==> src/rtl/otb_ram.sv <==
// Generic simple dual-port RAM with a registered read port.
module otb_ram #(
  parameter int WIDTH = 8,
  parameter int DEPTH = 256
) (
  input  logic                     clk,
  input  logic                     we,
  input  logic [$clog2(DEPTH)-1:0] waddr,
  input  logic [WIDTH-1:0]         wdata,
  input  logic [$clog2(DEPTH)-1:0] raddr,
  output logic [WIDTH-1:0]         rdata
);

  logic [WIDTH-1:0] mem [DEPTH];

  // A read at the address being written returns the old contents.
  always_ff @(posedge clk) begin
    if (we) begin
      mem[waddr] <= wdata;
    end
    rdata <= mem[raddr];
  end

endmodule

==> config.mk <==
export PLATFORM = sky130hd
export DESIGN_NAME = otb_ram
export DESIGN_NICKNAME = d
export VERILOG_FILES = /design/src/rtl/otb_ram.sv
export SDC_FILE = /design/constraint.sdc
export NUM_CORES = 2
export LEC_CHECK = 0
export BUFFER_PORTS_ARGS = -buffer_cell sky130_fd_sc_hd__buf_2
export CAP_MARGIN = 20
export CORE_MARGIN = 2
export CORE_UTILIZATION = 60
export CTS_BUF_LIST = sky130_fd_sc_hd__clkbuf_4
export DETAILED_ROUTE_END_ITERATION = 10
export PLACE_DENSITY = 0.76
export SKIP_CTS_REPAIR_TIMING = 1
export SYNTH_ARGS = -nofsm -noshare
export SYNTH_HDL_FRONTEND = slang
export SYNTH_SLANG_ARGS = --single-unit
==> constraint.sdc <==
create_clock -name clk -period 3.9 [get_ports clk]
set_input_delay 0.78 -clock clk [delete_from_list [all_inputs] [get_ports clk]]
set_output_delay 0.78 -clock clk [all_outputs]
set_load 0.02 [all_outputs]
==> metrics.cfg <==
[status]
outcome=complete, no violations

[route]
drt_iter0_drc=5566
drt_pass1_iterations=6
wl_mm=191
routedWlPerCell_um=29.5
drt-vias-per-instance=6.49
final_antenna_net_count=0
vias=42000
drc_errors=0

[placement]
place_area_um2=83700
dp_hpwl_mm=120
place_inst=5629
portBuffers=33
place.gp.congestion=0.876

[worst_setup_path]
path_class=reg2out
r2r_cells=6
crit_slowest_cell=dfxtp_1
crit_chain=buf_2
required_ps=3120
end_kind=output port
critPathBufInv=1
rr_endpoint=rdata[1]
crit_path_start_kind=flop
path_max_fanout=1
cp.arrival_ps=2180
critical-path-top-delay-family=flip-flops
r2r_start=mem[64][1]
regToRegSetupSlack_ps=970
critical-path-max-stage-delay_ps=590

[finish]
drive_gt1_frac=0.332
final_common_cell=edfxtp_1
nFillCells=8081
syn_to_final_growth_pct=12.6
final_cell_mix=2048 x edfxtp_1, 701 x clkbuf_4, 454 x mux4_2
nets=4395
stdcell_count=6477
design_area_um2=89600

[sta]
setup_violations=0
rsz0062_at_grt=false
worst-slew-pin-transition_ps=1060
fin_crit_ps=2960
max_slew_margin=0.275
fin_skew_ps=109
period_share=0.759
hold_violations=0
maxSlewViolCount=0
max_freq_ghz=0.338

[global_route]
antenna_found_initial=13
grt_pass1_vias=42800
grt_usage=0.286
grt_overflow=0
grt_start_max_net_pins=125
grt_pass1_wl_mm=280

[floorplanning]
core_region_area_um2=131000
start_util=0.605
die_y_um=368
io_pins=34
rows=133
die_w_um=368
dieArea_um2=136000

[worst_hold_path]
min_from=wdata[5]
hold_end=mem[70][5]
holdPathStages=1
hold_class=in2reg

[logic_synthesis]
ys.flop_type=edfxtp_1
synth_top_area_share=0.773
yosysWarnings=0
synth_cell_type_count=55
synth.largest_area_cell=edfxtp_1
syn-num-nets=3759
syn-cell-area_um2=79600
synth-seq-cells=2056
yosys-top-cells-area=edfxtp_1 77%, mux4_2 13%, mux2i_1 1.7%
async_flop_share=0
avgSynthCellArea_um2=21.3
yosysSeqAreaShare=0.775
synth_cells=3733
synth_edf_count=2048

[pwr]
p_leak_nw=28.8
power.switching_mw=9.53
p_clk_frac=0.381
ir_drop_uv=336
seqPwrFrac=0.566
swShare=0.221
pwr-share-comb=0.053
powerDensity_nw_per_um2=481
internal_power_mw=33.6

[clock_network]
insertion_delay_ps=1370
cts_made_buffers=491
clock-sinks=2056
cts_root_buf=clkbuf_4
htree_levels=5
cts_tree=done
cts.clk_slew.worst_paths_ps=70
clockBufferDepth=4

[job]
drv_cap=0

## how the worst max path moves through the flow
stage          cells after the start  slack, ps  startpoint  endpoint
2_1_floorplan                      9       1180    raddr[0]  rdata[2]
3_3_place_gp                      10       -140    raddr[0]  rdata[1]
3_5_place_dp                      10       -180    raddr[0]  rdata[1]
4_1_cts                            1        880    rdata[0]  rdata[0]
5_1_grt                            1        810    rdata[0]  rdata[0]
6_report                           1        940    rdata[0]  rdata[0]
## Yosys cell counts (5+ instances only)
library cell and number:
a211oi_1 16, a21oi_1 96, a221oi_1 13, a22o_1 8, a22oi_1 133, and2_1 6, buf_1 22, buf_12 8
buf_2 31, buf_4 27, buf_6 21, buf_8 13, clkbuf_1 111, dfxtp_1 8, edfxtp_1 2048, mux2i_1 134
mux4_2 454, nand2_1 33, nand2b_1 8, nand3_1 34, nand4_1 10, nor2_1 282, nor2b_1 31, nor3_1 22
nor4_1 24, o211ai_1 10, o21ai_0 10, o221ai_1 46, o22a_1 5, o22ai_1 28
## layout make-up
| class | instances | area, µm² | area share |
|---|---|---|---|
| multi-input combinational | 1442 | 16500 | 0.184 |
| inverter | 2 | 7.51 | 0.0000838 |
| sequential | 2056 | 61700 | 0.688 |
| clock buffer | 701 | 5260 | 0.0587 |
| tap | 1755 | 2200 | 0.0245 |
| clock inverter | 128 | 581 | 0.00648 |
| timing repair buffer | 376 | 3380 | 0.0377 |
| antenna | 17 | 42.5 | 0.000475 |
## flip-flops by register name (all words and copies together) (netlist names)
| signal | count |
|---|---|
| mem | 2048 |
| rdata | 8 |
## power by group through the flow
stage	sequential (mW)	clock, mW	combinational [mW]
floorplan	24.9	0	1.18
global placement	24.9	0	2.22
detailed placement	24.9	0	2.27
CTS	24.4	16.7	2.28
global route	24.4	17.7	2.39
finish	24.4	16.4	2.29
## metal layers
| layer | share of wire | up-vias | GRT usage |
|---|---|---|---|
| met5 | 0.000042 | - | 0 |
| met4 | 0.037 | 2 | 0.116 |
| met3 | 0.12 | 430 | 0.0720 |
| met2 | 0.49 | 2825 | 0.451 |
| met1 | 0.36 | 21400 | 0.388 |
| li1 | - | 17300 | - |
## through the flow
stage / utilization / hold WS, ps / worst slack (ps) / TNS [ps] / power (mW)
final: 0.682 / 67.1 / 939 / 0 / 43.1
after global placement: 0.637 / 1010 / -139 / -139 / 27.1
after CTS: 0.681 / -85.9 / 883 / 0 / 43.3
after floorplan: - / 770 / 1180 / 0 / 26.0
after detailed placement: 0.637 / 1080 / -180 / -180 / 27.1
after global routing: 0.682 / -8.12 / 815 / 0 / 44.5
## cell families (layout without fill, tap and decap cells)
group	count (synthesis)	after routing	share of synthesized area
flip-flops	2056	2056	0.775
multiplexers	591	591	0.146
AND/OR/NAND/NOR	466	466	0.0263
AO/OA/AOI/OAI	385	385	0.0342
buffers and inverters	235	1207	0.0183
other	0	17	0
(Power assumes the default switching activity.)
