--- config.mk ---
export PLATFORM = sky130hd
export DESIGN_NAME = otb_mul
export DESIGN_NICKNAME = d
export VERILOG_FILES = /design/src/rtl/otb_pkg.sv /design/src/rtl/otb_mul.sv
export SDC_FILE = /design/constraint.sdc
export NUM_CORES = 1
export LEC_CHECK = 0
export ABC_CLOCK_PERIOD_IN_PS = 4500
export CAP_MARGIN = 20
export CORE_MARGIN = 2
export CORE_UTILIZATION = 40
export CTS_BUF_LIST = sky130_fd_sc_hd__clkbuf_16
export DETAILED_ROUTE_END_ITERATION = 6
export DONT_BUFFER_PORTS = 1
export HOLD_SLACK_MARGIN = 0.1
export PLACE_DENSITY = 0.59
export SETUP_SLACK_MARGIN = 0.02
export SLEW_MARGIN = 20
export SYNTH_ARGS = -nofsm -noshare
export SYNTH_HDL_FRONTEND = slang
export SYNTH_SLANG_ARGS = --single-unit
--- constraint.sdc ---
create_clock -name clk -period 4.5 [get_ports clk]
set_input_delay 0.9 -clock clk [delete_from_list [all_inputs] [get_ports clk]]
set_output_delay 0.9 -clock clk [all_outputs]
set_load 0.01 [all_outputs]
--- src/rtl/otb_pkg.sv ---
// Shared types, widths and codes of the Otsu threshold binarizer.
package otb_pkg;

  // Histogram geometry.
  localparam int COUNT_BITS = 20;
  localparam int BINS       = 256;
  localparam int BIN_BITS   = $clog2(BINS);
  localparam int PIX_BITS   = 8;

  // Widths of the search arithmetic, derived from the histogram geometry.
  localparam int N_BITS    = COUNT_BITS + BIN_BITS;  // pixel count of a frame
  localparam int S_BITS    = N_BITS + BIN_BITS;      // intensity sum of a frame
  localparam int P_BITS    = S_BITS + N_BITS;        // cross product s*n
  localparam int NUM_BITS  = 2 * P_BITS;             // squared difference
  localparam int DEN_BITS  = 2 * N_BITS;             // n1*n2
  localparam int CMP_BITS  = NUM_BITS + DEN_BITS;    // cross-multiplied score
  localparam int MB_BITS   = P_BITS;                 // multiplier operand b
  localparam int PROD_BITS = NUM_BITS + MB_BITS;     // multiplier product
  localparam int WP_BITS   = BIN_BITS + COUNT_BITS;  // bin index times count

  localparam logic [COUNT_BITS-1:0] COUNT_MAX = {COUNT_BITS{1'b1}};
  localparam logic [PIX_BITS-1:0]   PIX_MAX   = {PIX_BITS{1'b1}};
  localparam logic [PIX_BITS-1:0]   PIX_MIN   = '0;

  // Command and result codes.
  localparam logic FUNC_ACCUMULATE = 1'b0;
  localparam logic FUNC_BINARIZE   = 1'b1;
  localparam logic KIND_THRESHOLD  = 1'b0;
  localparam logic KIND_PIXEL      = 1'b1;

  // One command beat.
  typedef struct packed {
    logic                func;
    logic [PIX_BITS-1:0] pixel;
    logic                frame_end;
  } cmd_t;

  // One result beat.
  typedef struct packed {
    logic                result_kind;
    logic [PIX_BITS-1:0] level;
  } res_t;

  // Request to the serial multiplier.
  typedef struct packed {
    logic                go;
    logic [NUM_BITS-1:0] a;
    logic [MB_BITS-1:0]  b;
  } mul_req_t;

  // Status of the serial multiplier.
  typedef struct packed {
    logic busy;
    logic done;
  } mul_stat_t;

endpackage

--- src/rtl/otb_mul.sv ---
// Radix-2 shift-and-add multiplier, one bit of operand b per cycle.
module otb_mul
  import otb_pkg::*;
(
  input  logic                 clk,
  input  logic                 rst,
  input  mul_req_t             req,
  output mul_stat_t            stat,
  output logic [PROD_BITS-1:0] product
);

  localparam int CNT_BITS = $clog2(MB_BITS + 1);

  logic [NUM_BITS-1:0]  a_q;
  logic [PROD_BITS-1:0] p;
  logic [CNT_BITS-1:0]  cnt;
  logic                 run;
  logic                 done;
  logic [NUM_BITS:0]    sum;

  // Add a into the upper half when the current multiplier bit is set.
  always_comb begin
    sum = {1'b0, p[PROD_BITS-1:MB_BITS]} + (p[0] ? {1'b0, a_q} : {(NUM_BITS+1){1'b0}});
  end

  // Operand latch and shifting product register.
  always_ff @(posedge clk) begin
    if (req.go) begin
      a_q <= req.a;
      p   <= {{NUM_BITS{1'b0}}, req.b};
    end else if (run) begin
      p <= {sum, p[MB_BITS-1:1]};
    end
  end

  // Step counter and completion strobe.
  always_ff @(posedge clk) begin
    if (rst) begin
      run  <= 1'b0;
      done <= 1'b0;
      cnt  <= '0;
    end else begin
      done <= 1'b0;
      if (req.go) begin
        run <= 1'b1;
        cnt <= CNT_BITS'(MB_BITS);
      end else if (run) begin
        cnt <= cnt - 1'b1;
        if (cnt == CNT_BITS'(1)) begin
          run  <= 1'b0;
          done <= 1'b1;
        end
      end
    end
  end

  assign stat.busy = run;
  assign stat.done = done;
  assign product   = p;

endmodule

==> summary.txt, run 1 <==
Floorplanning
  • Initial Util: about 41%
  • Rows: 82
  • Die area: approximately 53,000 µm²
  • Die X: approximately 230 µm
  • Core box area: around 50,000 µm²
  • # IOs: 389
  • Die H: approximately 230 µm

STA
  • Slew @ Worst Pin: between 800 and 900 ps
  • RSZ-0062 raised after global routing: no
  • Final Cycle Share: 96.4%
  • Hold Vio Cnt, Final: 0
  • Tmin final: about 4300 ps
  • Final Max Tran Viols: 0
  • Setup Skew: ~25 ps
  • Setup violators final: 0
  • FMAX: around 230 MHz
  • Max_slew headroom: 46.1%
  • Total Negative Setup Slacks: 0 ps

Synthesis
  • Mux cell area share after synthesis: 6.27%
  • Synth top cells by count: nor2_1, a21oi_1, nand2_1, edfxtp_1, dfxtp_1
  • Main combinational cell family by area after synthesis: compound AO/OA/AOI/OAI gates
  • Top_reg_cell synth: edfxtp_1
  • Mapped Nets: around 2,500
  • Top-count cell post-synth: nor2_1
  • EDFF count, synth: about 190
  • Ys async rst share: 0%
  • Post-synthesis sequential area ratio: 41.6%
  • XOR/XNOR Fraction of Synth Area: around 5.5%
  • Post-synthesis sequential element count: 329
  • Synth top area share: around 28%
  • Post-synthesis simple-gate area fraction: 17.0%
  • Yosys cell types: 69
  • Post-synth top area cell: edfxtp_1
  • Synthesized cell area: a little over 20,000 µm²
  • Adder and majority cell fraction of the synthesized area: under 10%
  • Synth Warn #: 0
  • Synth area leaders: edfxtp_1, dfxtp_1, ha_1
  • Syn avg cell area: 9.23 µm²
  • Compound-gate portion of the synthesized area: 18.4%
  • Post-Syn Instances: about 2,200

Drt
  • Via count: ~16,000
  • First-iteration detailed-routing DRC count: about 1,200
  • Via/cell ratio: between 5 and 6
  • Post-Route WL: 63,500 µm
  • Remaining DRCs: 0
  • Drt pass-1 iters: 5
  • DRT antenna net count: 0
  • Routed WL per cell: 21.9 µm

Clock network
  • Htree depth: 2
  • Clk Latency, worst-skew pair: about 570 ps
  • Reg clk slew, reported paths: around 60 ps
  • TritonCTS Buffers: 38
  • Clock sink count: around 330
  • Max clock buf depth: 3
  • CTS tree: built
  • CTS Root Cell: clkbuf_16
  • Hold_buf cts: 0

Global routing
  • Largest net degree at the start of global routing: 274
  • Number of global-route vias before repair: roughly 16,000
  • All-Layer GR Usage: a little under a quarter
  • Initial antenna violation count: 9
  • First-pass GRT wire length: roughly 97,000 µm
  • Grt total ovfl: 0

Critical path
  • CP Cell Sequence: buf_4, and2_1, ha_1, and2_1, nand4_1, a31o_2, o311ai_4, a31oi_2, buf_4, o21ai_1, a31oi_1, or3_1, o31ai_1, a21boi_1, xor2_1, o21ai_1
  • Crit Path Class: flip-flop to flip-flop
  • Top cell family by delay on the critical path: compound AO/OA/AOI/OAI gates
  • Startpoint types: flip-flop
  • Max stage delay on crit path: between 500 and 600 ps
  • CP Capture Type: flip-flop
  • CP Buf/Inv Count: 2
  • CP Data Arrival Time: 4760 ps
  • CP max-delay cell: edfxtp_1
  • Req. time, crit path: ~4900 ps
  • Maximum net fanout on the critical path: 14

Pwr
  • Power Density: roughly 370 nW/µm²
  • Sequential power share: between 40 and 50%
  • Sw Share: between 30% and 40%
  • Total chip power: about 0.0085 W
  • Logic pwr share: 18.8%
  • Switch Pwr: between 0.002 and 0.003 W
  • Worst VDD drop: 0.271 mV
  • Pint: approximately 0.0059 W
  • Clock power frac: 36.4%
  • Pleak: 8.84 nW

Placed design
  • Port Buffer Count: 0
  • Hpwl dp: 48,200 µm
  • Placed cell count: ~2,800
  • Final GP Congestion: 0.921

Final layout
  • Share of post-route cells with drive strength above 1: around a tenth
  • Post-Layout Cell Count: 2,898
  • Area grow syn2layout: 11.0%
  • # fillers: 4,945
  • Final nets: 2,521

Min path
  • Hold Path Class: primary input to flip-flop

Job
  • Max-cap violations: 0

Outcome
  • Outcome: completed
## power by group through the flow
stage                     clock network [W]  logic (W)  registers (W)
after floorplan                           0    0.00122        0.00372
after global placement                    0    0.00154        0.00386
after detailed placement                  0    0.00156        0.00386
after CTS                           0.00317    0.00157        0.00380
after global routing                0.00328    0.00177        0.00382
final                               0.00309    0.00159        0.00379
## metrics by stage
step / utilization, % / setup WS (ps) / cell area, µm² / hold slack, ps
2_1_floorplan: - / 575 / 20400 / 469
3_3_place_gp: 42.3 / -361 / 21300 / 482
3_5_place_dp: 42.3 / -309 / 21300 / 488
4_1_cts: 44.8 / 51.1 / 22500 / 366
5_1_grt: 45.1 / 23.6 / 22700 / 383
6_report: 45.1 / 164 / 22700 / 398
## kinds of logic (layout without fill, tap and decap cells)
kind of cell / Yosys count / count (layout)
muxes: 120 / 120
buffers and inverters: 165 / 176
and+or+nand+nor: 728 / 728
other: 0 / 2
DFF: 329 / 329
AOI/OAI and AO/OA: 612 / 612
xor gates and xnor gates: 128 / 128
adders and majority gates: 131 / 131
## metal layers
metal | track usage [%] | part of all wire (%) | vias to the layer above
met3 | 7.24 | 8.1 | 93
met4 | 6.61 | 2.4 | 14
met1 | 29.8 | 43 | 7865
met5 | 0 | 0.15 | -
met2 | 38.0 | 46 | 517
li1 | - | - | 7999
## state kept, by name, summed over array words and instances, names as in the netlist
register and cells:
product 192, a_q 128, cnt 7, done 1
run 1
## cells in the final DEF (no fill, tap or decap), drive strengths merged, types with 5 or more instances in the layout
| cell type | synthesis | layout |
|---|---|---|
| buf | 19 | 60 |
| o31ai | 11 | 11 |
| nor2 | 217 | 217 |
| nand4 | 62 | 62 |
| edfxtp | 192 | 192 |
| nor3 | 27 | 27 |
| and3 | 8 | 8 |
| a21oi | 215 | 215 |
| or2 | 10 | 10 |
| inv | 46 | 59 |
| ha | 130 | 130 |
| mux2i | 56 | 56 |
| a221oi | 6 | 6 |
| a211oi | 13 | 13 |
| a221o | 5 | 5 |
| dfxtp | 137 | 137 |
| nand2b | 10 | 10 |
| a21o | 71 | 71 |
| xor2 | 43 | 43 |
| o21a | 12 | 12 |
| a22o | 5 | 5 |
| nor4 | 11 | 11 |
| a21boi | 10 | 10 |
| nor2b | 10 | 10 |
| clkbuf | 99 | 38 |
| nand3 | 21 | 21 |
| mux2 | 64 | 64 |
| nand2 | 198 | 198 |
| clkinv | 1 | 12 |
| xnor2 | 85 | 85 |
| a31oi | 21 | 21 |
| o21bai | 42 | 42 |
| or3 | 11 | 11 |
| o31a | 5 | 5 |
| and2 | 136 | 136 |
| o211ai | 9 | 9 |
| o21ai | 158 | 158 |
## cell type report
type                            instances  area [µm²]  share of cell area, %
Multi-Input combinational cell       1719       11400                   50.4
Sequential cell                       329        8510                   37.5
Clock buffer                           38         951                   4.19
Tap cell                              672         841                   3.71
Timing Repair Buffer                   60         494                   2.18
Clock inverter                         31         272                   1.20
Inverter                               47         176                  0.778
Antenna cell                            2        5.00                 0.0221
## path summary, 6_finish.rpt
check	startpoint	to	slack (ps)	cells past startpoint
max	product[0]$_DFFE_PP_	product[127]$_SDFFE_PP0P_	160	16
min	rst	run$_SDFF_PP0_	400	1
max reg2reg	product[0]$_DFFE_PP_	product[127]$_SDFFE_PP0P_	160	16
min reg2reg	cnt[1]$_SDFFE_PP0P_	cnt[1]$_SDFFE_PP0P_	500	2
## what timing repair did
item | 4_1_cts | 5_1_grt
gates cloned | 0 | 0
endpoints found under the setup margin | 3 | 36
pin swaps | 1 | 3
endpoints found under the hold margin | 0 | 0
buffers inserted | 1 | 1
resized for setup | 4 | 23
Note: power is estimated with default switching activity, not from simulation.
==> run 2, diff against run 1 <==
--- a/config.mk
+++ b/config.mk
@@ -6,5 +6,5 @@
 export NUM_CORES = 1
 export LEC_CHECK = 0
-export ABC_CLOCK_PERIOD_IN_PS = 4500
+export ABC_CLOCK_PERIOD_IN_PS = 5100
 export CAP_MARGIN = 20
 export CORE_MARGIN = 2
==> constraint.sdc (replaced) <==
create_clock -name clk -period 5.1 [get_ports clk]
set_input_delay 0 -clock clk [delete_from_list [all_inputs] [get_ports clk]]
set_output_delay 0 -clock clk [all_outputs]
set_load 0.01 [all_outputs]
==> run 2 against run 1 <==
Effect of this change: die area is the same; utilization grew 7.0 points; total power fell by 7.1%; largest power group unchanged.
==> summary.txt, run 2 (same netlist as run 1, synthesis figures left out) <==
Pwr
  • Power Density: 301 nW/µm² (-20%)
  • Pleak: 10.4 nW (+17%)
  • Worst VDD drop: 0.295 mV (+8.9%)
  • Total chip power: 0.00787 W (-7.1%)

Clock network
  • Htree depth: 2 (unchanged)
  • Clk Latency, worst-skew pair: 580 ps (about the same)
  • Clock sink count: 329 (unchanged)
  • Max clock buf depth: 3 (unchanged)
  • Reg clk slew, reported paths: 60 ps (about the same)
  • CTS Root Cell: clkbuf_16
  • CTS tree: built
  • Post-CTS Setup Repair Bufs: 0 (-1)
  • TritonCTS Buffers: 40 (+5.3%)

Global routing
  • First-pass GRT wire length: 105,000 µm (+8.7%)
  • All-Layer GR Usage: 25.4% (+2.0 points)
  • Largest net degree at the start of global routing: 228 (-17%)
  • Initial antenna violation count: 2 (-7)
  • Grt total ovfl: 0 (unchanged)
  • Number of global-route vias before repair: 18,300 (+11%)

Critical path
  • CP startpoint: product[0]$_DFFE_PP_
  • Maximum net fanout on the critical path: 34 (+20)
  • Req. time, crit path: 5540 ps (+620 ps)
  • CP Capture Type: flip-flop
  • R2R Setup Slk: 90 ps (-70 ps)
  • CP Data Arrival Time: 5450 ps (+690 ps)
  • Worst r2r src: product[0]$_DFFE_PP_
  • Crit Path Class: flip-flop to flip-flop
  • Startpoint types: flip-flop

Floorplanning
  • Die area: 52,900 µm² (unchanged)
  • Core box area: 50,300 µm² (unchanged)
  • Die X: 230 µm (unchanged)
  • # IOs: 389 (unchanged)
  • Initial Util: 40.6% (unchanged)
  • Rows: 82 (unchanged)
  • Die H: 230 µm (unchanged)

Final layout
  • Area grow syn2layout: 28.2%
  • Finished Core Util: 52.1% (+7.0 points)
  • Final nets: 2,869 (+14%)
  • # fillers: 4,581 (-7.4%)
  • Share of post-route cells with drive strength above 1: 7.07% (-2.8 points)
  • Commonest non-fill, non-tap cell in the layout: dlygate4sd3_1
  • Max reg flops: 192 (unchanged)
  • Most frequent cells in the layout: dlygate4sd3_1, nor2_1, a21oi_1, nand2_1, edfxtp_1
  • Post-Layout Cell Count: 3,249 (+12%)

STA
  • Tmin final: 5010 ps (+669 ps)
  • Hold Vio Cnt, Final: 0 (unchanged)
  • Final WS setup: 94.5 ps (-69.2 ps)
  • Slew @ Worst Pin: 891 ps (+82.4 ps)
  • Total Negative Setup Slacks: 0 ps (unchanged)
  • RSZ-0062 raised after global routing: no
  • FMAX: 200 MHz (-13%)
  • Setup Skew: 22.4 ps (-2.37 ps)
  • Final Cycle Share: 98.1% (+1.8 points)
  • Final Max Tran Viols: 0 (unchanged)
  • Max_slew headroom: 40.2% (-6.0 points)
  • Setup violators final: 0 (unchanged)

Placed design
  • Placed cell count: 2,792 (-1.2%)
  • Pre-CTS setup slack: 345 ps (+654 ps)
  • Port Buffer Count: 0 (unchanged)
  • Final GP Congestion: 0.944 (+2.5%)
  • Hpwl dp: 48,400 µm (+0.44%)

Drt
  • DRT antenna net count: 0 (unchanged)
  • Via count: 18,100 (+9.6%)
  • First-iteration detailed-routing DRC count: 1,094 (-12%)
  • Post-Route WL: 68,500 µm (+7.9%)
  • Remaining DRCs: 0 (unchanged)
  • Via/cell ratio: 5.56 (-2.3%)
  • Routed WL per cell: 21.1 µm (-3.7%)
  • Drt pass-1 iters: 5 (unchanged)

Job
  • Max-cap violations: 0 (unchanged)

Min path
  • Hold Path Class: primary input to flip-flop
  • Hold Startpoint: rst

Outcome
  • Outcome: completed
## run 2: cell types whose count changed in the layout (fill, tap and decap cells not counted), moves of 3 or more
| cell | previous run | this run |
|---|---|---|
| clkinv_1 | 9 | 5 |
| buf_4 | 56 | 25 |
| nor3_1 | 23 | 26 |
| inv_1 | 54 | 50 |
| dlygate4sd3_1 | 0 | 378 |
| clkinv_2 | 1 | 9 |
## run 2: per-layer routing
metal / GRT usage, % / share of wire, % / vias up
li1: - / - / 8678
met1: 32.0 / 43 / 8704
met2: 42.3 / 47 / 559
met3: 5.98 / 6.8 / 122
met4: 9.17 / 3.5 / 0
met5: 0 / 0 / -
## run 2: through the flow
stage	cell area, µm²	hold slack (ps)
finish	26200	139
CTS	26100	104
detailed placement	21000	71.8
global route	26200	118
global placement	21000	65.0
floorplan	20400	72.4
## run 2: final timing paths
kind                          endpoint  depth (start not counted)
max          product[188]$_SDFFE_PP0P_                         16
min                cnt[6]$_SDFFE_PP0P_                          2
max reg2reg  product[188]$_SDFFE_PP0P_                         16
min reg2reg        cnt[1]$_SDFFE_PP0P_                          2
## run 2: repair_timing
item,in CTS,in global routing
hold buffers,379,1
resized for setup,0,3
endpoints found under the setup margin,0,5
endpoints found under the hold margin,421,95
## run 2: report_power, final
| part | switching, W | internal [W] |
|---|---|---|
| Combinational | 0.000929 | 0.000751 |
| Clock | 0.00123 | 0.00161 |
| Sequential | 0.000280 | 0.00307 |
## run 2: cell type report
cell class	instances	area [µm²]	area share, %
Clock buffer	40	1000	3.82
Sequential cell	329	8510	32.5
Multi-Input combinational cell	1719	11300	43.1
Inverter	47	176	0.674
Clock inverter	34	297	1.13
Timing Repair Buffer	406	4050	15.5
Tap cell	672	841	3.21
Antenna cell	2	5.00	0.0191
## run 2: critical path, stage by stage, from the launching register on
cell	delay [ps]
edfxtp_1	420
buf_4	230
buf_4	240
and2_1	190
ha_1	460
and4_1	300
nand2_1	90
nor3_1	350
and3_1	220
o211ai_1	260
a311oi_1	640
a31oi_1	310
o211ai_1	580
a211oi_1	200
xnor2_1	170
mux2i_1	140
nor2_1	50
